`config.mk`:
```
export PLATFORM = sky130hd
export DESIGN_NAME = rotr_map_flat
export DESIGN_NICKNAME = d
export VERILOG_FILES = /design/src/hdl/rotr_pkg.sv /design/src/hdl/rotr_if.sv /design/src/hdl/rotr_map.sv /design/src/flat_wrapper.sv
export SDC_FILE = /design/constraint.sdc
export NUM_CORES = 2
export LEC_CHECK = 0
export ABC_CLOCK_PERIOD_IN_PS = 14700
export BUFFER_PORTS_ARGS = -buffer_cell sky130_fd_sc_hd__buf_2
export CORE_UTILIZATION = 40
export CTS_CLUSTER_SIZE = 28
export DETAILED_ROUTE_END_ITERATION = 8
export RECOVER_POWER = 25
export REMOVE_ABC_BUFFERS = 1
export SETUP_SLACK_MARGIN = 0.5
export SLEW_MARGIN = 15
export SYNTH_ARGS = -nofsm -noshare
export SYNTH_HDL_FRONTEND = slang
export SYNTH_SLANG_ARGS = --single-unit
```
`constraint.sdc`:
```
create_clock -name clk -period 14.7 [get_ports clk]
set_input_delay 0 -clock clk [delete_from_list [all_inputs] [get_ports clk]]
set_output_delay 0 -clock clk [all_outputs]
set_load 0.02 [all_outputs]
```
`src/hdl/rotr_pkg.sv`:
```
package rotr_pkg;

  localparam int Q_SHIFT = 14;
  localparam int PROD_W  = 27;
  localparam int SUM_W   = 28;
  localparam int COORD_W = SUM_W - Q_SHIFT;
  localparam int PIX_W   = 24;

  localparam logic [7:0] WHITE     = 8'hFF;
  localparam logic       CMD_LOAD  = 1'b0;
  localparam logic       CMD_FETCH = 1'b1;

  localparam int APB_AW = 5;

  typedef enum logic [2:0] {
    REG_COS    = 3'd0,
    REG_SIN    = 3'd1,
    REG_OFFX   = 3'd2,
    REG_OFFY   = 3'd3,
    REG_WIDTH  = 3'd4,
    REG_HEIGHT = 3'd5
  } reg_idx_t;

  typedef struct packed {
    logic signed [15:0] cos_q14;
    logic signed [15:0] sin_q14;
    logic signed [9:0]  offset_x;
    logic signed [9:0]  offset_y;
    logic [8:0]         src_width;
    logic [8:0]         src_height;
  } cfg_t;

  typedef struct packed {
    logic             valid;
    logic             fetch;
    logic             hit;
    logic [PIX_W-1:0] wdata;
  } acc_t;

endpackage

```
`src/hdl/rotr_if.sv`:
```
interface rotr_in_if;
  logic       valid;
  logic       ready;
  logic       cmd;
  logic [8:0] col;
  logic [8:0] row;
  logic [7:0] red_in;
  logic [7:0] green_in;
  logic [7:0] blue_in;

  modport source (output valid, cmd, col, row, red_in, green_in, blue_in, input ready);
  modport sink (input valid, cmd, col, row, red_in, green_in, blue_in, output ready);
endinterface


```
`src/hdl/rotr_map.sv`:
```
module rotr_map import rotr_pkg::*; #(
  parameter int MAX_WIDTH  = 256,
  parameter int MAX_HEIGHT = 256,
  parameter int AW         = 16
) (
  input  logic          clk,
  input  logic          rst,
  input  cfg_t          cfg,
  rotr_in_if.sink       item,
  input  logic          adv,
  output acc_t          acc,
  output logic [AW-1:0] addr
);

  localparam logic [SUM_W-1:0] BIAS = {{(SUM_W-Q_SHIFT){1'b0}}, {Q_SHIFT{1'b1}}};

  logic v_a, v_b, v_c;
  logic en_a, en_b, en_c;

  logic             cmd_a, cmd_b, cmd_c;
  logic             ok_a, ok_b, ok_c;
  logic [8:0]       col_a, col_b, col_c;
  logic [8:0]       row_a, row_b, row_c;
  logic [PIX_W-1:0] pix_a, pix_b, pix_c;

  logic signed [10:0]       dx_a, dy_a;
  logic signed [PROD_W-1:0] pxc_b, pys_b, pyc_b, pxs_b;
  logic [SUM_W-1:0]         sum_x_c, sum_y_c;

  logic [SUM_W-1:0]   tx, ty;
  logic [COORD_W-1:0] sx, sy;
  logic               in_x, in_y;

  assign en_c       = !v_c || adv;
  assign en_b       = !v_b || en_c;
  assign en_a       = !v_a || en_b;
  assign item.ready = en_a;

  always_ff @(posedge clk) begin
    if (rst) begin
      v_a <= 1'b0;
      v_b <= 1'b0;
      v_c <= 1'b0;
    end else begin
      if (en_a) v_a <= item.valid;
      if (en_b) v_b <= v_a;
      if (en_c) v_c <= v_b;
    end
  end

  // offsets and differences
  always_ff @(posedge clk) begin
    if (en_a && item.valid) begin
      cmd_a <= item.cmd;
      col_a <= item.col;
      row_a <= item.row;
      pix_a <= {item.red_in, item.green_in, item.blue_in};
      ok_a  <= (32'(item.col) < 32'(MAX_WIDTH)) && (32'(item.row) < 32'(MAX_HEIGHT));
      dx_a  <= {2'b00, item.col} - {cfg.offset_x[9], cfg.offset_x};
      dy_a  <= {2'b00, item.row} - {cfg.offset_y[9], cfg.offset_y};
    end
  end

  // products
  always_ff @(posedge clk) begin
    if (en_b && v_a) begin
      cmd_b <= cmd_a;
      col_b <= col_a;
      row_b <= row_a;
      pix_b <= pix_a;
      ok_b  <= ok_a;
      pxc_b <= dx_a * cfg.cos_q14;
      pys_b <= dy_a * cfg.sin_q14;
      pyc_b <= dy_a * cfg.cos_q14;
      pxs_b <= dx_a * cfg.sin_q14;
    end
  end

  // sums
  always_ff @(posedge clk) begin
    if (en_c && v_b) begin
      cmd_c   <= cmd_b;
      col_c   <= col_b;
      row_c   <= row_b;
      pix_c   <= pix_b;
      ok_c    <= ok_b;
      sum_x_c <= {pxc_b[PROD_W-1], pxc_b} + {pys_b[PROD_W-1], pys_b};
      sum_y_c <= {pyc_b[PROD_W-1], pyc_b} - {pxs_b[PROD_W-1], pxs_b};
    end
  end

  // truncate toward zero, range check, store address
  always_comb begin
    tx   = sum_x_c + (sum_x_c[SUM_W-1] ? BIAS : '0);
    ty   = sum_y_c + (sum_y_c[SUM_W-1] ? BIAS : '0);
    sx   = tx[SUM_W-1:Q_SHIFT];
    sy   = ty[SUM_W-1:Q_SHIFT];
    in_x = !sx[COORD_W-1]
        && (32'(sx[COORD_W-2:0]) < 32'(cfg.src_width))
        && (32'(sx[COORD_W-2:0]) < 32'(MAX_WIDTH));
    in_y = !sy[COORD_W-1]
        && (32'(sy[COORD_W-2:0]) < 32'(cfg.src_height))
        && (32'(sy[COORD_W-2:0]) < 32'(MAX_HEIGHT));

    acc.valid = v_c;
    acc.fetch = (cmd_c == CMD_FETCH);
    acc.wdata = pix_c;
    if (cmd_c == CMD_FETCH) begin
      acc.hit = in_x && in_y;
      addr = AW'(32'(sy[COORD_W-2:0]) * 32'(MAX_WIDTH) + 32'(sx[COORD_W-2:0]));
    end else begin
      acc.hit = ok_c;
      addr = AW'(32'(row_c) * 32'(MAX_WIDTH) + 32'(col_c));
    end
  end

  a_accept_lands: assert property (@(posedge clk) disable iff (rst)
    item.valid && item.ready |=> v_a)
    else $error("accepted transaction not captured");

  a_stall_holds: assert property (@(posedge clk) disable iff (rst)
    v_c && !adv |=> v_c && $stable(sum_x_c) && $stable(sum_y_c) && $stable(cmd_c))
    else $error("stalled stage lost its contents");

  a_no_ready_when_full: assert property (@(posedge clk) disable iff (rst)
    v_a && v_b && v_c && !adv |-> !item.ready)
    else $error("ready while pipeline is full and stalled");

endmodule

```
`src/flat_wrapper.sv`:
```
// flat-port wrapper written by rule: the top's interface ports become plain ports
module rotr_map_flat import rotr_pkg::*;
#(
  parameter int MAX_WIDTH  = 256,
  parameter int MAX_HEIGHT = 256,
  parameter int AW         = 16
)
  (clk, rst, cfg, adv, acc, addr, item_valid, item_cmd, item_col, item_row, item_red_in, item_green_in, item_blue_in, item_ready);
  rotr_in_if item_i ();
  input  logic clk;
  input  logic rst;
  input  cfg_t cfg;
  input  logic adv;
  output acc_t acc;
  output logic [AW-1:0] addr;
  input wire logic [$bits(item_i.valid)-1:0] item_valid;
  input wire logic [$bits(item_i.cmd)-1:0] item_cmd;
  input wire logic [$bits(item_i.col)-1:0] item_col;
  input wire logic [$bits(item_i.row)-1:0] item_row;
  input wire logic [$bits(item_i.red_in)-1:0] item_red_in;
  input wire logic [$bits(item_i.green_in)-1:0] item_green_in;
  input wire logic [$bits(item_i.blue_in)-1:0] item_blue_in;
  output wire logic [$bits(item_i.ready)-1:0] item_ready;
  assign item_i.valid = item_valid;
  assign item_i.cmd = item_cmd;
  assign item_i.col = item_col;
  assign item_i.row = item_row;
  assign item_i.red_in = item_red_in;
  assign item_i.green_in = item_green_in;
  assign item_i.blue_in = item_blue_in;
  assign item_ready = item_i.ready;
  rotr_map #(.MAX_WIDTH(MAX_WIDTH), .MAX_HEIGHT(MAX_HEIGHT), .AW(AW)) u_core (.clk(clk), .rst(rst), .cfg(cfg), .item(item_i), .adv(adv), .acc(acc), .addr(addr));
endmodule
```
**Word-level counts from Yosys, hierarchy flattened**

Index checks and enable logic that the tools add are counted.

- Register bits after elaboration: 318
- Bits of input ports: 117
- Output and inout port bits: 44

- $add $sub $neg: 8
- $mul: 4
- $lt $le $gt $ge: 6
- Muxes and demuxes: 4
- Reduce and logical (&&, ||, !) cells: 17

Operators with widths:

| cell | count |
|---|---|
| multiplier 11 x 16 -> 27 bit | 4 |
| adder 27 x 27 -> 28 bit | 1 |
| adder 28 x 14 -> 28 bit | 1 |
| adder 28 bit | 1 |
| two-way mux 14 bit | 2 |
| subtractor 27 x 27 -> 28 bit | 1 |
| less-than comparator 13 x 9 -> 1 bit | 2 |
| less-than comparator 13 x 9 -> 1 bit (second input constant) | 2 |
| subtractor 10 x 10 -> 11 bit | 2 |
| less-than comparator 9 bit (second input constant) | 2 |
| adder 16 x 13 -> 16 bit | 1 |
| adder 16 x 9 -> 16 bit | 1 |
| two-way mux 16 bit | 1 |
| logical AND 1 bit | 9 |
| zero test 1 bit | 5 |
| logical OR 1 bit | 3 |
| two-way mux 1 bit | 1 |

**Depth between registers and ports, before layout**

- Depth after elaboration: 7
- Gate-level depth with buffers: 22

**Least setup slack after synthesis**

OpenSTA, ideal clock, no wires.

- Path kind: register -> register
- Start point: register u_core.v_c
- End point: register u_core.cmd_b (enable)
- Library setup time: 892 ps
- Arrival: 11373 ps
- Required time: 13808 ps
- Slack: 2435 ps
- Stages on the path, launching flop included: 3
- Path buffers: 0
- Clock period less this slack: 12265 ps
- Path through: dfxtp_1 nor2b_1 a21boi_0

- Word-level cells in the longest chain between the ends: 4

Ends and longest elaborated chain:

| item | RTL line | source |
|---|---|---|
| start: declaration | rotr_map.sv:17 | `logic v_a, v_b, v_c;` |
| start signal: assignment | rotr_map.sv:47 | `if (en_c) v_c <= v_b;` |
| zero test 1 bit | rotr_map.sv:34 | `assign en_c = !v_c \|\| adv;` |
| logical OR 1 bit | rotr_map.sv:34 |  |
| logical OR 1 bit | rotr_map.sv:35 | `assign en_b = !v_b \|\| en_c;` |
| logical AND 1 bit | rotr_map.sv:66 | `if (en_b && v_a) begin` |
| end signal: assignment | rotr_map.sv:67 | `cmd_b <= cmd_a;` |
| end: declaration | rotr_map.sv:20 | `logic cmd_a, cmd_b, cmd_c;` |

No other way between the ends.
A chain may end at the register's enable or synchronous reset.

**Worst setup path in the final report**

- Start point: register u_core.dx_a[0]
- End point: register u_core.pxc_b[21] (data pin)

- Word-level cells in the longest chain between the ends: 1

Ends and longest elaborated chain:

| item | RTL line | source |
|---|---|---|
| start: declaration | rotr_map.sv:26 | `logic signed [10:0] dx_a, dy_a;` |
| start signal: assignment | rotr_map.sv:59 | `dx_a <= {2'b00, item.col} - {cfg.offset_x[9], cfg.offset_x};` |
| multiplier 11 x 16 -> 27 bit | rotr_map.sv:72 | `pxc_b <= dx_a * cfg.cos_q14;` |
| end signal: assignment | rotr_map.sv:72 |  |
| end: declaration | rotr_map.sv:27 | `logic signed [PROD_W-1:0] pxc_b, pys_b, pyc_b, pxs_b;` |

No other way between the ends.

==> results by group <==
Route
  • First DRT Iteration DRCs: 1699
  • WL final: 98500 microns
  • DRC Markers: 2
  • Routed WL per cell: 18.0 microns
  • Final ANT Viol Nets: 0
  • Drt pass-1 iters: 9
  • Via count: 27.3k
  • Vias per cell: 5.00

Place
  • Number of port buffers: 160
  • Post-DP HPWL: 74200 microns
  • Final GP Congestion: 0.840
  • Placement Setup Slack: 8.42 ns
  • Area after DPL: 0.0425 sq mm

Worst setup path
  • CP Launch Type: flop
  • CP Data Required Time: 15.02 ns
  • FF-to-FF path depth: 17
  • Crit Path Category: flop to flop
  • Crit path DAT: 6.93 ns
  • Reg2reg end: u_core.pxc_b[21]
  • Worst Setup SP: u_core.dx_a[0]
  • Worst-path maximum fanout: 32
  • Flop2flop setup slack: 8.09 ns
  • Reg2reg start: u_core.dx_a[0]
  • Critical Path End: u_core.pxc_b[21]
  • Crit end category: flop

STA
  • TNS Setup: 0 ns
  • RSZ-0062 raised after global routing: no
  • Max-slew headroom: -0.256
  • Setup Viol. Count Final: 0
  • Tmin final: 6.61 ns
  • Slew Limit Fails: 66
  • Final Hold Slack: 0.0453 ns
  • Final hold vios: 0
  • Final worst slack: 8.09 ns
  • Clock skew: 0.0289 ns
  • Worst Tran Pin Value: 1.88 ns
  • Final period util: 0.450
  • Fmax: 0.151 GHz

Floorplan
  • Die width: 319 microns
  • # IOs: 161
  • Row count: 116
  • Initial core utilization: 0.403
  • Full die area: 0.102 sq mm
  • Die Span Y: 319 microns
  • CORE AREA: 0.100 sq mm

Logic synthesis
  • Synth warn: 0
  • Synthesized flop and latch total: 318
  • Post-Synth XOR/XNOR Area: 0.0419
  • Multiplexer share of the synthesized area: 0.00382
  • Post-synthesis simple-gate area fraction: 0.130
  • Seq/Total Area, Yosys: 0.236
  • Combinational family with the most area after synthesis: adder cells
  • Ys flop type: edfxtp_1
  • Post-synth EDFFs: 315
  • Synth Instances: 3982
  • Mapped Area: 0.0403 sq mm
  • Async SR Flop Fraction: 0
  • Syn avg cell area: 10.1 sq um
  • Library cells used by synthesis: 73
  • Synth Area in Adders: 0.433
  • Compound-Gate Fraction of Synth Area: 0.0632

Global route
  • Gr ovfl total: 0
  • GRT Total Usage: 0.200
  • Largest net degree at the start of global routing: 127
  • Global-route wire length before repair: 159000 microns
  • Initial antenna violation count: 2
  • Vias in the first global route: 28.7k

Cells and area
  • Nets: 5252
  • Commonest non-fill, non-tap cell in the layout: inv_1
  • Most frequent cells in the layout: inv_1 (848), fa_1 (653), nand2_1 (428)
  • Design Area, Final: 0.0443 sq mm
  • Layout cells sized above 1: 0.0555
  • Area Overhead vs Synth: 9.77%

Clocking
  • CTS Sinks: 318
  • Clk slew on worst S/H paths: 0.06 ns
  • Clock Root Buffer: clkbuf_16
  • H-tree lvl count: 2
  • Cts repair resizes: 0
  • CTS tree: done
  • Later-pin clock latency in the skew report: 0.59 ns
  • CTS Buf Count: 39
  • Clock Path Buffers: 3
  • Hold Buf Count CTS: 61
  • Postcts setup bufs: 0

Status
  • Status: finished, violations left
  • Failing checks: design-rule violations, max-capacitance violations, max-slew violations

Hold path
  • Worst min path class: input port to flop

Run
  • MaxCap Viol Count: 2
## cell families after synthesis
kind of cell | Yosys count
adder cells (fa/ha/maj) | 1004
buffers and inverters | 989
multiplexers | 14
flip-flops | 318
AO/OA/AOI/OAI | 383
AND/OR/NAND/NOR | 1081
XOR/XNOR | 193
## metrics by stage
stage               std cells   util
finish                   5461  0.443
global route             5460  0.443
CTS                      5460  0.443
detailed placement       5329  0.425
global placement         5329  0.425
floorplan                3843      -
## per-layer routing
metal	vias to the layer above	share of wire	global-route usage	wire length, microns
met4	2	0.040	0.0750	3930
met5	-	0.000091	0	9
met2	645	0.47	0.333	46800
met1	13800	0.44	0.266	43300
li1	12800	-	-	-
met3	139	0.046	0.0261	4540
## critical path, stage by stage, from the launching register on
cell      delay [ns]
edfxtp_1        0.31
clkbuf_1        1.33
nand2_1         0.20
fa_1            0.60
fa_1            0.52
inv_1           0.05
fa_1            0.53
inv_1           0.05
fa_1            0.47
inv_1           0.04
ha_1            0.23
or3_1           0.39
o211a_1         0.27
o31ai_1         0.51
o21ai_0         0.33
a21o_1          0.24
a21oi_1         0.16
xnor2_1         0.10
## synthesized netlist by cell type (3+ instances only)
library cell,instances,share of area
inv_1,848,0.079
fa_1,653,0.32
nand2_1,428,0.040
ha_1,349,0.11
edfxtp_1,315,0.23
and2_1,288,0.045
nor2_1,166,0.015
xnor2_1,150,0.033
clkbuf_1,134,0.012
a21oi_1,100,0.012
o21ai_0,67,0.0083
a21o_1,48,0.0089
xor2_1,43,0.0093
nand2b_1,35,0.0054
nand3_1,34,0.0042
nor3_1,30,0.0037
o21a_1,24,0.0045
nor2b_1,23,0.0036
and3_1,19,0.0029
nand4_1,18,0.0028
a211oi_1,16,0.0030
a31oi_1,15,0.0023
o21bai_1,15,0.0028
a21boi_0,13,0.0024
mux2_2,11,0.0031
o211ai_1,11,0.0020
or3_1,11,0.0017
nor4_1,7,0.0011
or2_2,7,0.0011
a2111oi_0,6,0.0013
o21ai_1,6,0.00074
o31ai_1,6,0.0011
a311o_1,5,0.0012
a311oi_1,5,0.0011
a31o_2,5,0.0011
a211o_1,4,0.00087
and4_1,4,0.00087
o2111ai_1,4,0.00087
o22ai_1,4,0.00062
buf_1,3,0.00028
dfxtp_1,3,0.0015
mux2i_1,3,0.00074
o31a_1,3,0.00065
or4_1,3,0.00056
## state kept, by name, indices dropped and copies added, names as in the netlist, 9 cells and up
| signal | cells |
|---|---|
| u_core.pix_a | 24 |
| u_core.sum_y_c | 28 |
| u_core.dy_a | 11 |
| u_core.pix_b | 24 |
| u_core.pyc_b | 27 |
| u_core.pxs_b | 27 |
| u_core.col_c | 9 |
| u_core.sum_x_c | 28 |
| u_core.pxc_b | 27 |
| u_core.col_a | 9 |
| u_core.pys_b | 27 |
| u_core.dx_a | 11 |
| u_core.pix_c | 24 |
| u_core.col_b | 9 |
## worst min-delay path by stage
stage / to / cells after the start / startpoint
final: u_core.dy_a[9] / 4 / cfg[26]
after global routing: u_core.dy_a[9] / 4 / cfg[26]
after CTS: u_core.dy_a[9] / 4 / cfg[26]
after detailed placement: u_core.pix_a[18] / 1 / item_red_in[2]
after global placement: u_core.pix_a[15] / 1 / item_green_in[7]
after floorplan: u_core.v_a / 1 / rst
## final cells by class
| class | count | area, sq um |
|---|---|---|
| diodes | 1 | 2.50 |
| flip-flops and latches | 318 | 9520 |
| clock inverters | 23 | 230 |
| repair buffers | 249 | 1570 |
| well taps | 1298 | 1620 |
| inverters | 850 | 3190 |
| multi-input cells | 2675 | 27100 |
| clock buffers | 47 | 1010 |
| fillers | 9523 | 55700 |
Power is not shown: default switching activity piles up to over one toggle a cycle in this logic, so the estimate is an artifact.
