--- src/hdl/rotr_pkg.sv ---
package rotr_pkg;

  localparam int Q_SHIFT = 14;
  localparam int PROD_W  = 27;
  localparam int SUM_W   = 28;
  localparam int COORD_W = SUM_W - Q_SHIFT;
  localparam int PIX_W   = 24;

  localparam logic [7:0] WHITE     = 8'hFF;
  localparam logic       CMD_LOAD  = 1'b0;
  localparam logic       CMD_FETCH = 1'b1;

  localparam int APB_AW = 5;

  typedef enum logic [2:0] {
    REG_COS    = 3'd0,
    REG_SIN    = 3'd1,
    REG_OFFX   = 3'd2,
    REG_OFFY   = 3'd3,
    REG_WIDTH  = 3'd4,
    REG_HEIGHT = 3'd5
  } reg_idx_t;

  typedef struct packed {
    logic signed [15:0] cos_q14;
    logic signed [15:0] sin_q14;
    logic signed [9:0]  offset_x;
    logic signed [9:0]  offset_y;
    logic [8:0]         src_width;
    logic [8:0]         src_height;
  } cfg_t;

  typedef struct packed {
    logic             valid;
    logic             fetch;
    logic             hit;
    logic [PIX_W-1:0] wdata;
  } acc_t;

endpackage

--- src/hdl/rotr_cfg.sv ---
module rotr_cfg import rotr_pkg::*; (
  input  logic              clk,
  input  logic              rst,
  input  logic              psel,
  input  logic              penable,
  input  logic              pwrite,
  input  logic [APB_AW-1:0] paddr,
  input  logic [31:0]       pwdata,
  output logic [31:0]       prdata,
  output logic              pready,
  output cfg_t              cfg
);

  logic     wr;
  reg_idx_t idx;

  assign pready = 1'b1;
  assign wr     = psel && penable && pwrite;
  assign idx    = reg_idx_t'(paddr[APB_AW-1:2]);

  always_ff @(posedge clk) begin
    if (rst) begin
      cfg.cos_q14    <= 16'sd16384;
      cfg.sin_q14    <= '0;
      cfg.offset_x   <= '0;
      cfg.offset_y   <= '0;
      cfg.src_width  <= 9'd256;
      cfg.src_height <= 9'd256;
    end else if (wr) begin
      unique case (idx)
        REG_COS:    cfg.cos_q14    <= pwdata[15:0];
        REG_SIN:    cfg.sin_q14    <= pwdata[15:0];
        REG_OFFX:   cfg.offset_x   <= pwdata[9:0];
        REG_OFFY:   cfg.offset_y   <= pwdata[9:0];
        REG_WIDTH:  cfg.src_width  <= pwdata[8:0];
        REG_HEIGHT: cfg.src_height <= pwdata[8:0];
        default: ;
      endcase
    end
  end

  always_comb begin
    unique case (idx)
      REG_COS:    prdata = {16'b0, cfg.cos_q14};
      REG_SIN:    prdata = {16'b0, cfg.sin_q14};
      REG_OFFX:   prdata = {22'b0, cfg.offset_x};
      REG_OFFY:   prdata = {22'b0, cfg.offset_y};
      REG_WIDTH:  prdata = {23'b0, cfg.src_width};
      REG_HEIGHT: prdata = {23'b0, cfg.src_height};
      default:    prdata = '0;
    endcase
  end

endmodule

--- config.mk ---
export PLATFORM = sky130hd
export DESIGN_NAME = rotr_cfg
export DESIGN_NICKNAME = d
export VERILOG_FILES = /design/src/hdl/rotr_pkg.sv /design/src/hdl/rotr_cfg.sv
export SDC_FILE = /design/constraint.sdc
export NUM_CORES = 1
export LEC_CHECK = 0
export ABC_AREA = 1
export BUFFER_PORTS_ARGS = -buffer_cell sky130_fd_sc_hd__buf_2
export CORE_ASPECT_RATIO = 1.2
export CORE_MARGIN = 1.5
export CORE_UTILIZATION = 40
export CTS_CLUSTER_SIZE = 30
export DETAILED_ROUTE_END_ITERATION = 10
export PLACE_DENSITY = 0.68
export SYNTH_ARGS = -nofsm -noshare
export SYNTH_HDL_FRONTEND = slang
export SYNTH_SLANG_ARGS = --single-unit
--- constraint.sdc ---
create_clock -name clk -period 1.9 [get_ports clk]
set_input_delay 0.38 -clock clk [delete_from_list [all_inputs] [get_ports clk]]
set_output_delay 0.38 -clock clk [all_outputs]
set_load 0.01 [all_outputs]
Word-level counts from Yosys, hierarchy flattened. Index checks and enable logic that the tools add are counted.

Memory bits (writable): 0. Output and inout bits: 103. Bits in latches: 0. Bits in read-only memories: 0. Word-level logic and storage cells: 21. Memories: 0. Flip-flop bits (word level): 70.

Div/mod/pow operators: 0. Multipliers: 0. Shift operators: 0. Equality and inequality tests: 5. $add $sub $neg: 0. Magnitude comparators: 0. Bitwise operators: 0. Mux-type cells: 1. Reduce and logical (&&, ||, !) cells: 9.

Operators by type and width (count): one-hot mux 16 bit (6 select lines) (1); AND reduction 2 bit (6); equality test 3 x 2 -> 1 bit (second input constant) (2); equality test 3 bit (second input constant) (2); equality test 3 x 1 -> 1 bit (second input constant) (1); zero test 3 bit (1); logical AND 1 bit (2).

Logic depth before layout (Yosys ltp). Gate-level depths: netlist of run 1.

Depth after elaboration: 3. Gate-level depth with buffers: 8. Depth with buffers taken out: 7.

Worst setup path after synthesis of run 1. OpenSTA, ideal clock, no wires.

Kind: input-to-output. Start point: input paddr[2]. End point: output prdata[2]. Arrival: 1.251 ns. Stages: 7. Slack: 0.269 ns. Buffers on the path: 3. Cells stage by stage: buf_2 buf_4 buf_2 nand4_1 nand2_1 nor2_1 nand2_1.

Word-level cells in the longest chain between the ends: 2. Elaborated cells on any way between the ends: 7.

RTL lines: from (decl) (RTL line rotr_cfg.sv:7) `input logic [APB_AW-1:0] paddr,`; equality test 3 bit, or another cell as far along (RTL line rotr_cfg.sv:43) `unique case (idx)`; one-hot mux 16 bit (6 select lines) (*) (RTL line rotr_cfg.sv:43); to (decl) (RTL line rotr_cfg.sv:9) `output logic [31:0] prdata,`.

Mark *: on every way between the ends. The rest lies on a longest branch, timed or not.

Worst setup path in the final report of run 1.
Start point: input paddr[3]. End point: output prdata[3].

The elaborated chain is that of the path after synthesis.

==> results of run 1 <==
[metrics by stage]
stage | hold slack [ns] | util | area, µm²
after global placement | 0.479 | 0.490 | 4260
final | 0.263 | 0.528 | 4590
after global routing | 0.275 | 0.528 | 4590
after floorplan | 0.506 | - | 3670
after CTS | 0.259 | 0.515 | 4480
after detailed placement | 0.492 | 0.490 | 4260
[power by group through the flow]
stage          Clock [mW]  Sequential [mW]  Combinational, mW
2_1_floorplan           0             1.54              0.234
3_3_place_gp            0             1.53              0.338
3_5_place_dp            0             1.53              0.343
4_1_cts              1.39             1.50              0.343
5_1_grt              1.45             1.50              0.402
6_report             1.38             1.50              0.366
[final cells by class]
class                      instances  area, µm²  share of cell area
sequential                        70       1400               0.305
inverter                          32        125              0.0272
multi-input combinational        432       1870               0.408
tap                              117        146              0.0319
clock inverter                     5       81.3              0.0177
clock buffer                      11        141              0.0308
timing repair buffer             133        823               0.179
[layer usage]
metal | part of all wire | wire length, µm | up-vias | track usage
li1 | - | - | 1963 | -
met1 | 0.42 | 4760 | 1749 | 0.288
met2 | 0.49 | 5520 | 156 | 0.411
met3 | 0.066 | 736 | 17 | 0.0383
met4 | 0.020 | 223 | 0 | 0.0930
met5 | 0 | 0 | - | 0
[Yosys cell counts (all sizes together)]
| master | number |
|---|---|
| nand3 | 74 |
| buf | 46 |
| dfxtp | 70 |
| a21oi | 7 |
| inv | 32 |
| nand4 | 19 |
| conb | 2 |
| clkbuf | 3 |
| o21ai | 3 |
| nand2 | 151 |
| nor2 | 161 |
[worst paths after layout]
| check | from | end | slack (ns) |
|---|---|---|---|
| worst max-delay path | paddr[3] | prdata[3] | 0.08 |
| worst max register to register | cfg[58] | cfg[58] | 1.27 |
| worst min-delay path | pwdata[14] | cfg[68] | 0.26 |
| worst min register to register | cfg[12] | cfg[12] | 0.50 |
[logic make-up (layout without fill, tap and decap cells)]
logic type / count (synthesis) / after routing / share of synthesized area
AO/OA/AOI/OAI: 10 / 10 / 0.0138
buffers and inverters: 81 / 181 / 0.115
flip-flops: 70 / 70 / 0.387
other: 2 / 17 / 0.00208
AND/OR/NAND/NOR: 405 / 405 / 0.481
[worst reg2reg max path, cell delays in order, from the launching register on]
cell	delay (ns)
dfxtp_1	0.39
nor2_1	0.07
nor2_1	0.11
[timing repair]
item,4_1_cts,5_1_grt
endpoints found under the setup margin,0,4
setup buffers,0,5
resized for setup,0,7
hold buffers,0,0
==> out/results.ini, run 1 <==
[status]
status=completed

[clocking]
insertion_delay_ns=0.34
cts.sinks=70
cts_max_level=3
cts_made_buffers=9
ctsRootBufferMaster=clkbuf_8
clkSlewWorstSetupHoldPaths_ns=0.07
tritoncts=built
cts_buffer_depth=2

[final_layout]
diodes=0
final_cell_mix=150 x nand2_1, 149 x nor2_1, 109 x buf_2, 72 x nand3_1, 70 x dfxtp_1
nFillCells=925
largest_reg_flops=70
nets=720
largestRegisters=cfg x70
final_common_cell=nand2_1
fin_cells=800
regMostFlops=cfg
area_growth_syn_to_layout_pct=26.9
drive_gt1_frac=0.243

[power]
switching_share=0.264
combPwrFrac=0.113
power.internal_mw=2.39
vdd_drop_max_v=0.000343
p_leak_nw=2.35
seqPwrFrac=0.463
p_clk_frac=0.424
powerDensity_nw_per_um2=706
power_mw=3.24
power_switching_mw=0.857

[logic_synthesis]
ys_ff_latch=70
yosys_warnings=0
syn_area_per_cell_um2=6.37
netlist_top_cells_area=dfxtp_1 39%, nand2_1 16%, nor2_1 16%
syn-cell-area_um2=3620
syn_inst=568
synth_top_area_frac=0.387
yosysUniqueCellTypes=21
synth_top_cell_by_area=dfxtp_1
ys_seq_area_frac=0.387

[floorplanning]
design.die.area_um2=9630
die_y_um=107
core_um2=8700
start_util=0.416
rows=37
die_x_um=89.8
io_pins=145

[grt]
grt_max_degree=71
antenna_found_initial=0
grt_util_all_layers=0.235
grt_pass1_vias=3524
grt-ovfl-total=0
grt_pass1_wl_mm=17.8

[placed_design]
dp_hpwl_mm=7.73
numPortBuffers=109
gp_congestion=0.884
dp_slack_ns=0.0489
dp.cells=777

[timing]
rsz0062_at_grt=no
setup_viol=0
fmax_mhz=550
finalWorstPathRequiredPeriod_ns=1.82
skew_ns=0
slew_viol_final=0
hold_viol_final=0
fin_tns_setup_ns=0
period_share=0.957
fin_ws_ns=0.0809

[job]
maxCapViolCount=0

[setup_path]
cp-start-kind=primary input
cp.depth=8
crit_slowest_cell=buf_4
critPathTopFamily=buffers and inverters
reg2reg_depth=2
worstPathCellList=buf_2, buf_4, nand2_1, nor2_4, buf_4, a21oi_1, nand2_1, buf_2
required_ns=1.52
cpPeakStageDelay_ns=0.20
critical_path.max_fanout=11
path_buf_inv=4
end_kind=primary output
critical_path_class=primary input to primary output
crit_arrival_ns=1.44

[drt]
via_per_inst=4.86
wl_mm=11.2
wl_per_cell_um=14.0
first_pass_iters=5
antenna_left=0
drt-initial-drc-count=266
vias=3885
drc=0

[hold_path]
hp-class=primary input to flip-flop
hold_depth=3

No activity file was read; power rests on OpenSTA's default activity.
==> inputs of run 2 (changes only) <==
--- a/config.mk
+++ b/config.mk
@@ -9,10 +9,10 @@
 export BUFFER_PORTS_ARGS = -buffer_cell sky130_fd_sc_hd__buf_2
 export CORE_ASPECT_RATIO = 1.2
 export CORE_MARGIN = 1.5
-export CORE_UTILIZATION = 40
+export CORE_UTILIZATION = 30
 export CTS_CLUSTER_SIZE = 30
 export DETAILED_ROUTE_END_ITERATION = 10
-export PLACE_DENSITY = 0.68
+export PLACE_DENSITY = 0.56
 export SYNTH_ARGS = -nofsm -noshare
 export SYNTH_HDL_FRONTEND = slang
 export SYNTH_SLANG_ARGS = --single-unit
==> constraint.sdc (replaced) <==
create_clock -name clk -period 1.61 [get_ports clk]
set_input_delay 0.322 -clock clk [delete_from_list [all_inputs] [get_ports clk]]
set_output_delay 0.322 -clock clk [all_outputs]
set_load 0.01 [all_outputs]
==> out/results.ini, run 2 (synthesis gave the netlist of run 1 again) <==
[final_layout]
final_common_cell=nand2_1  ; unchanged
final_area_um2=4950  ; was 4590 µm²
regMostFlops=cfg  ; unchanged
largest_reg_flops=70  ; unchanged
largestRegisters=cfg x70  ; unchanged
fin_cells=857  ; was 800
final_cell_mix=147 x nand2_1, 146 x nor2_1, 106 x buf_2, 72 x nand3_1, 70 x dfxtp_1  ; was 150 x nand2_1, 149 x nor2_1, 109 x buf_2, 72 x nand3_1, 70 x dfxtp_1
drive_gt1_frac=0.269  ; was 0.243
area_growth_syn_to_layout_pct=36.8  ; was 26.9%
diodes=0  ; unchanged
nets=738  ; was 720
nFillCells=1270  ; was 925

[grt]
grt_util_all_layers=0.193  ; was 0.235
grt_pass1_wl_mm=18.3  ; was 17.8 mm
grt_pass1_vias=3603  ; was 3524
grt_max_degree=71  ; unchanged
antenna_found_initial=0  ; unchanged
grt-ovfl-total=0  ; unchanged

[floorplanning]
io_pins=145  ; unchanged
die_x_um=103  ; was 89.8 µm
die_y_um=123  ; was 107 µm
start_util=0.310  ; was 0.416
design.die.area_um2=12700  ; was 9630 µm²
core_um2=11700  ; was 8700 µm²
rows=43  ; was 37

[drt]
first_pass_iters=5  ; unchanged
via_per_inst=4.55  ; was 4.86
vias=3902  ; was 3885
drt-initial-drc-count=278  ; was 266
drc=0  ; unchanged
antenna_left=0  ; unchanged
wl_mm=12.2  ; was 11.2 mm
wl_per_cell_um=14.2  ; was 14.0 µm

[timing]
period_share=0.963
fin_ws_ns=0.0594  ; was 0.0809 ns
skew_ns=0  ; unchanged
rsz0062_at_grt=no  ; unchanged
fmax_mhz=645
finalWorstPathRequiredPeriod_ns=1.55
setup_viol=0  ; unchanged
hold_viol_final=0  ; unchanged
slew_viol_final=0  ; unchanged

[clocking]
cts_buffer_depth=2  ; unchanged
clkSlewWorstSetupHoldPaths_ns=0.05  ; was 0.07 ns
insertion_delay_ns=0.33  ; was 0.34 ns
tritoncts=built  ; unchanged
cts_made_buffers=9  ; unchanged
cts_hold_buf=0  ; unchanged
ctsRootBufferMaster=clkbuf_16  ; was clkbuf_8
cts_max_level=3  ; unchanged
cts.sinks=70  ; unchanged

[setup_path]
critPathLaunch=cfg[4]  ; was paddr[3]
reg2reg_depth=2  ; unchanged
cp-start-kind=flip-flop  ; was primary input
crit_arrival_ns=1.23  ; was 1.44 ns
critical_path_class=flip-flop to primary output  ; was primary input to primary output
end_kind=primary output  ; unchanged
reg2reg_from=cfg[8]  ; was cfg[58]
critical_path.max_fanout=3  ; was 11
rrSetupSlack_ns=0.97  ; was 1.27 ns
required_ns=1.29  ; was 1.52 ns

[status]
status=completed  ; unchanged

[hold_path]
hp-class=primary input to flip-flop  ; unchanged
min_from=pwdata[14]  ; unchanged
hold_depth=3  ; unchanged

[placed_design]
numPortBuffers=109  ; unchanged
dp_slack_ns=-0.0887  ; was 0.0489 ns
gp_congestion=0.863  ; was 0.884
dp.cells=835  ; was 777
dp_hpwl_mm=8.57  ; was 7.73 mm
dpl_cell_area_um2=4480  ; was 4260 µm²

[job]
maxCapViolCount=0  ; unchanged

[power]
vdd_drop_max_v=0.000403  ; was 0.000343 V
power_mw=4.10  ; was 3.24 mW
powerDensity_nw_per_um2=828  ; was 706 nW/µm²
p_leak_nw=2.50  ; was 2.35 nW

[run 2: report_power, final]
group	internal, mW	switching [mW]	total [mW]
clock	1.12	0.708	1.83
sequential	1.76	0.0189	1.77
combinational	0.192	0.305	0.498
[run 2: per-layer routing]
metal | wire [µm] | global-route usage | vias to the layer above
li1 | - | - | 2002
met3 | 723 | 0.0424 | 23
met1 | 4990 | 0.224 | 1754
met2 | 6140 | 0.334 | 123
met5 | 0 | 0 | -
met4 | 309 | 0.0912 | 0
[run 2: worst max-delay path: stages, from the launching register on]
cell     delay, ns
dfxtp_1       0.33
nand4_1       0.11
nand2_1       0.08
nor2_1        0.16
nand2_1       0.08
buf_2         0.14
[run 2: path summary, 6_finish.rpt]
| kind | to |
|---|---|
| max | prdata[4] |
| min | cfg[68] |
| max reg2reg | cfg[8] |
| min reg2reg | cfg[68] |
[run 2: repair_timing]
item / 4_1_cts / 5_1_grt
endpoints found under the setup margin: 16 / 16
resized for setup: 12 / 22
cloned: 1 / 0
buffers inserted: 1 / 5
pin swaps: 2 / 6
[run 2: final cells by class]
| type | instances | area, µm² | area share |
|---|---|---|---|
| clock buffer | 14 | 264 | 0.0534 |
| clock inverter | 1 | 5.00 | 0.00101 |
| multi-input combinational | 432 | 1910 | 0.385 |
| timing repair buffer | 151 | 1040 | 0.211 |
| tap | 157 | 196 | 0.0397 |
| inverter | 32 | 133 | 0.0268 |
| sequential | 70 | 1400 | 0.283 |
[run 2: metrics by stage]
stage / TNS, ns / hold slack [ns] / utilization
floorplan: 0 / 0.448 / -
global placement: -1.05 / 0.485 / 0.384
detailed placement: -1.33 / 0.487 / 0.384
CTS: 0 / 0.217 / 0.414
global route: 0 / 0.240 / 0.424
finish: 0 / 0.219 / 0.424
==> inputs of run 3 (changes only) <==
--- a/config.mk
+++ b/config.mk
@@ -12,6 +12,7 @@
 export CORE_UTILIZATION = 30
 export CTS_CLUSTER_SIZE = 30
 export DETAILED_ROUTE_END_ITERATION = 10
+export GPL_TIMING_DRIVEN = 0
 export PLACE_DENSITY = 0.56
 export SYNTH_ARGS = -nofsm -noshare
 export SYNTH_HDL_FRONTEND = slang
==> out/results.ini, run 3 (synthesis gave the netlist of run 1 again) <==
[setup_path]
cp-start-kind=primary input  ; was flip-flop
end_kind=primary output  ; unchanged
rrSetupSlack_ns=0.94  ; was 0.97 ns
crit_slowest_cell=nor2_2  ; was dfxtp_1
critical_path_class=primary input to primary output  ; was flip-flop to primary output
critical_path.max_fanout=7  ; was 3
cpPeakStageDelay_ns=0.16  ; was 0.33 ns
reg2reg_from=cfg[39]  ; was cfg[8]
crit_arrival_ns=1.28  ; was 1.23 ns
reg2reg_depth=2  ; unchanged
required_ns=1.29  ; about the same
critPathTopFamily=buffers and inverters  ; was simple AND/OR/NAND/NOR gates
r2r-end=cfg[39]  ; was cfg[8]
cp_common_cell=nand2_1  ; unchanged
path_buf_inv=4  ; was 1
worstPathCellList=buf_12, buf_8, clkbuf_16, nand3_1, nand2_1, nor2_2, nand2_1, buf_2  ; was nand4_1, nand2_1, nor2_1, nand2_1, buf_2

[drt]
antenna_left=0  ; unchanged
via_per_inst=4.68  ; was 4.55
wl_per_cell_um=15.2  ; was 14.2 µm
drt-initial-drc-count=221  ; was 278
wl_mm=13.4  ; was 12.2 mm
drc=0  ; unchanged
first_pass_iters=5  ; unchanged
vias=4121  ; was 3902

[grt]
grt_pass1_vias=3683  ; was 3603
antenna_found_initial=0  ; unchanged
grt_util_all_layers=0.211  ; was 0.193
grt_max_degree=11  ; was 71
grt-ovfl-total=0  ; unchanged
grt_pass1_wl_mm=19.6  ; was 18.3 mm

[timing]
fin_ws_ns=0.0119  ; was 0.0594 ns
holdWs_ns=0.218  ; was 0.219 ns
slew_viol_final=0  ; unchanged
skew_ns=0  ; unchanged
period_share=0.993  ; was 0.963
hold_viol_final=0  ; unchanged
setup_viol=0  ; unchanged
tightest_slew_ns=0.637
finalWorstPathRequiredPeriod_ns=1.60  ; was 1.55 ns
rsz0062_at_grt=yes  ; was no
slew_headroom=0.575
fmax_mhz=626  ; was 645 MHz

[placed_design]
gp_congestion=0.859  ; was 0.863
dp_hpwl_mm=9.53  ; was 8.57 mm
dp_slack_ns=-0.250  ; was -0.0887 ns
numPortBuffers=107  ; was 109
dp.cells=847  ; was 835

[hold_path]
hold_depth=3  ; unchanged
hp-class=primary input to flip-flop  ; unchanged
hold_end=cfg[68]  ; unchanged
min_from=pwdata[14]  ; unchanged

[final_layout]
fin_cells=881  ; was 857
nets=762  ; was 738
largest_reg_flops=70  ; unchanged
largestRegisters=cfg x70  ; unchanged
final_cell_mix=146 x nand2_1, 145 x nor2_1, 113 x buf_2, 72 x nand3_1, 70 x dfxtp_1  ; was 147 x nand2_1, 146 x nor2_1, 106 x buf_2, 72 x nand3_1, 70 x dfxtp_1
nFillCells=1286  ; was 1270
area_growth_syn_to_layout_pct=40.0  ; was 36.8%
diodes=0  ; unchanged
regMostFlops=cfg  ; unchanged
final_common_cell=nand2_1  ; unchanged
drive_gt1_frac=0.287  ; was 0.269
final_util=0.434  ; was 0.424

[floorplanning]
die_x_um=103  ; unchanged
core_um2=11700  ; unchanged
design.die.area_um2=12700  ; unchanged
io_pins=145  ; unchanged
rows=43  ; unchanged
start_util=0.310  ; unchanged
die_y_um=123  ; unchanged

[power]
vdd_drop_max_v=0.000379  ; was 0.000403 V
combPwrFrac=0.126  ; was 0.121
power_mw=4.26  ; was 4.10 mW
powerDensity_nw_per_um2=842  ; was 828 nW/µm²
switching_share=0.256  ; was 0.252
p_clk_frac=0.458  ; was 0.445
seqPwrFrac=0.416  ; was 0.433
power_switching_mw=1.09  ; was 1.03 mW
p_leak_nw=2.61  ; was 2.50 nW
power.internal_mw=3.17  ; was 3.07 mW

[clocking]
insertion_delay_ns=0.34  ; was 0.33 ns
cts_max_level=3  ; unchanged
ctsRootBufferMaster=clkbuf_16  ; unchanged
cts_hold_buf=0  ; unchanged
cts_made_buffers=9  ; unchanged
clkSlewWorstSetupHoldPaths_ns=0.06  ; was 0.05 ns
cts_buffer_depth=2  ; unchanged
cts.sinks=70  ; unchanged
tritoncts=built  ; unchanged

[job]
maxCapViolCount=0  ; unchanged

[status]
status=completed  ; unchanged

[run 3: worst min-delay path, delay by kind of cell]
kind                   cells  cell delay [ns]
buffers and inverters      1             0.10
AND/OR/NAND/NOR            2             0.11
[run 3: area by class of cell]
class,count,area (µm²),share of cell area
Multi-Input combinational cell,433,1920,0.379
Sequential cell,70,1400,0.277
Clock buffer,15,288,0.0568
Tap cell,157,196,0.0388
Inverter,32,130,0.0257
Buffer,49,379,0.0748
Timing Repair Buffer,125,752,0.148
[run 3: worst max path at each step]
stage                        start        end  slack [ns]  cells past startpoint
after floorplan           paddr[2]  prdata[2]         0.1                      7
after global placement    paddr[2]  prdata[6]       -0.26                      8
after detailed placement  paddr[2]  prdata[6]       -0.25                      8
after CTS                 paddr[3]  prdata[6]       0.008                      8
after global routing      paddr[4]  prdata[1]      -0.004                      8
final                     paddr[4]  prdata[3]        0.01                      8
[run 3: timing repair]
action | CTS | global route
buffers inserted | 9 | 4
gates resized for setup | 36 | 21
cloned | 2 | 4
pin swaps | 8 | 14
endpoints found under the setup margin | 16 | 16
[run 3: per-stage QoR]
step	instance area [µm²]	TNS, ns
floorplan	3670	0
global placement	4410	-3.42
detailed placement	4410	-3.45
CTS	4900	0
global route	5070	-0.00394
finish	5070	0
[run 3: metal layers]
metal | global-route usage | share of wire | up-vias
li1 | - | - | 2057
met1 | 0.253 | 0.40 | 1862
met2 | 0.357 | 0.49 | 168
met3 | 0.0339 | 0.068 | 34
met4 | 0.117 | 0.037 | 0
met5 | 0 | 0 | -
[run 3: power groups by stage]
stage / registers (mW) / logic, mW / clock network [mW]
5_1_grt: 1.78 / 0.584 / 2.03
4_1_cts: 1.78 / 0.490 / 1.98
3_5_place_dp: 1.81 / 0.436 / 0
3_3_place_gp: 1.81 / 0.433 / 0
2_1_floorplan: 1.82 / 0.276 / 0
6_report: 1.78 / 0.538 / 1.95
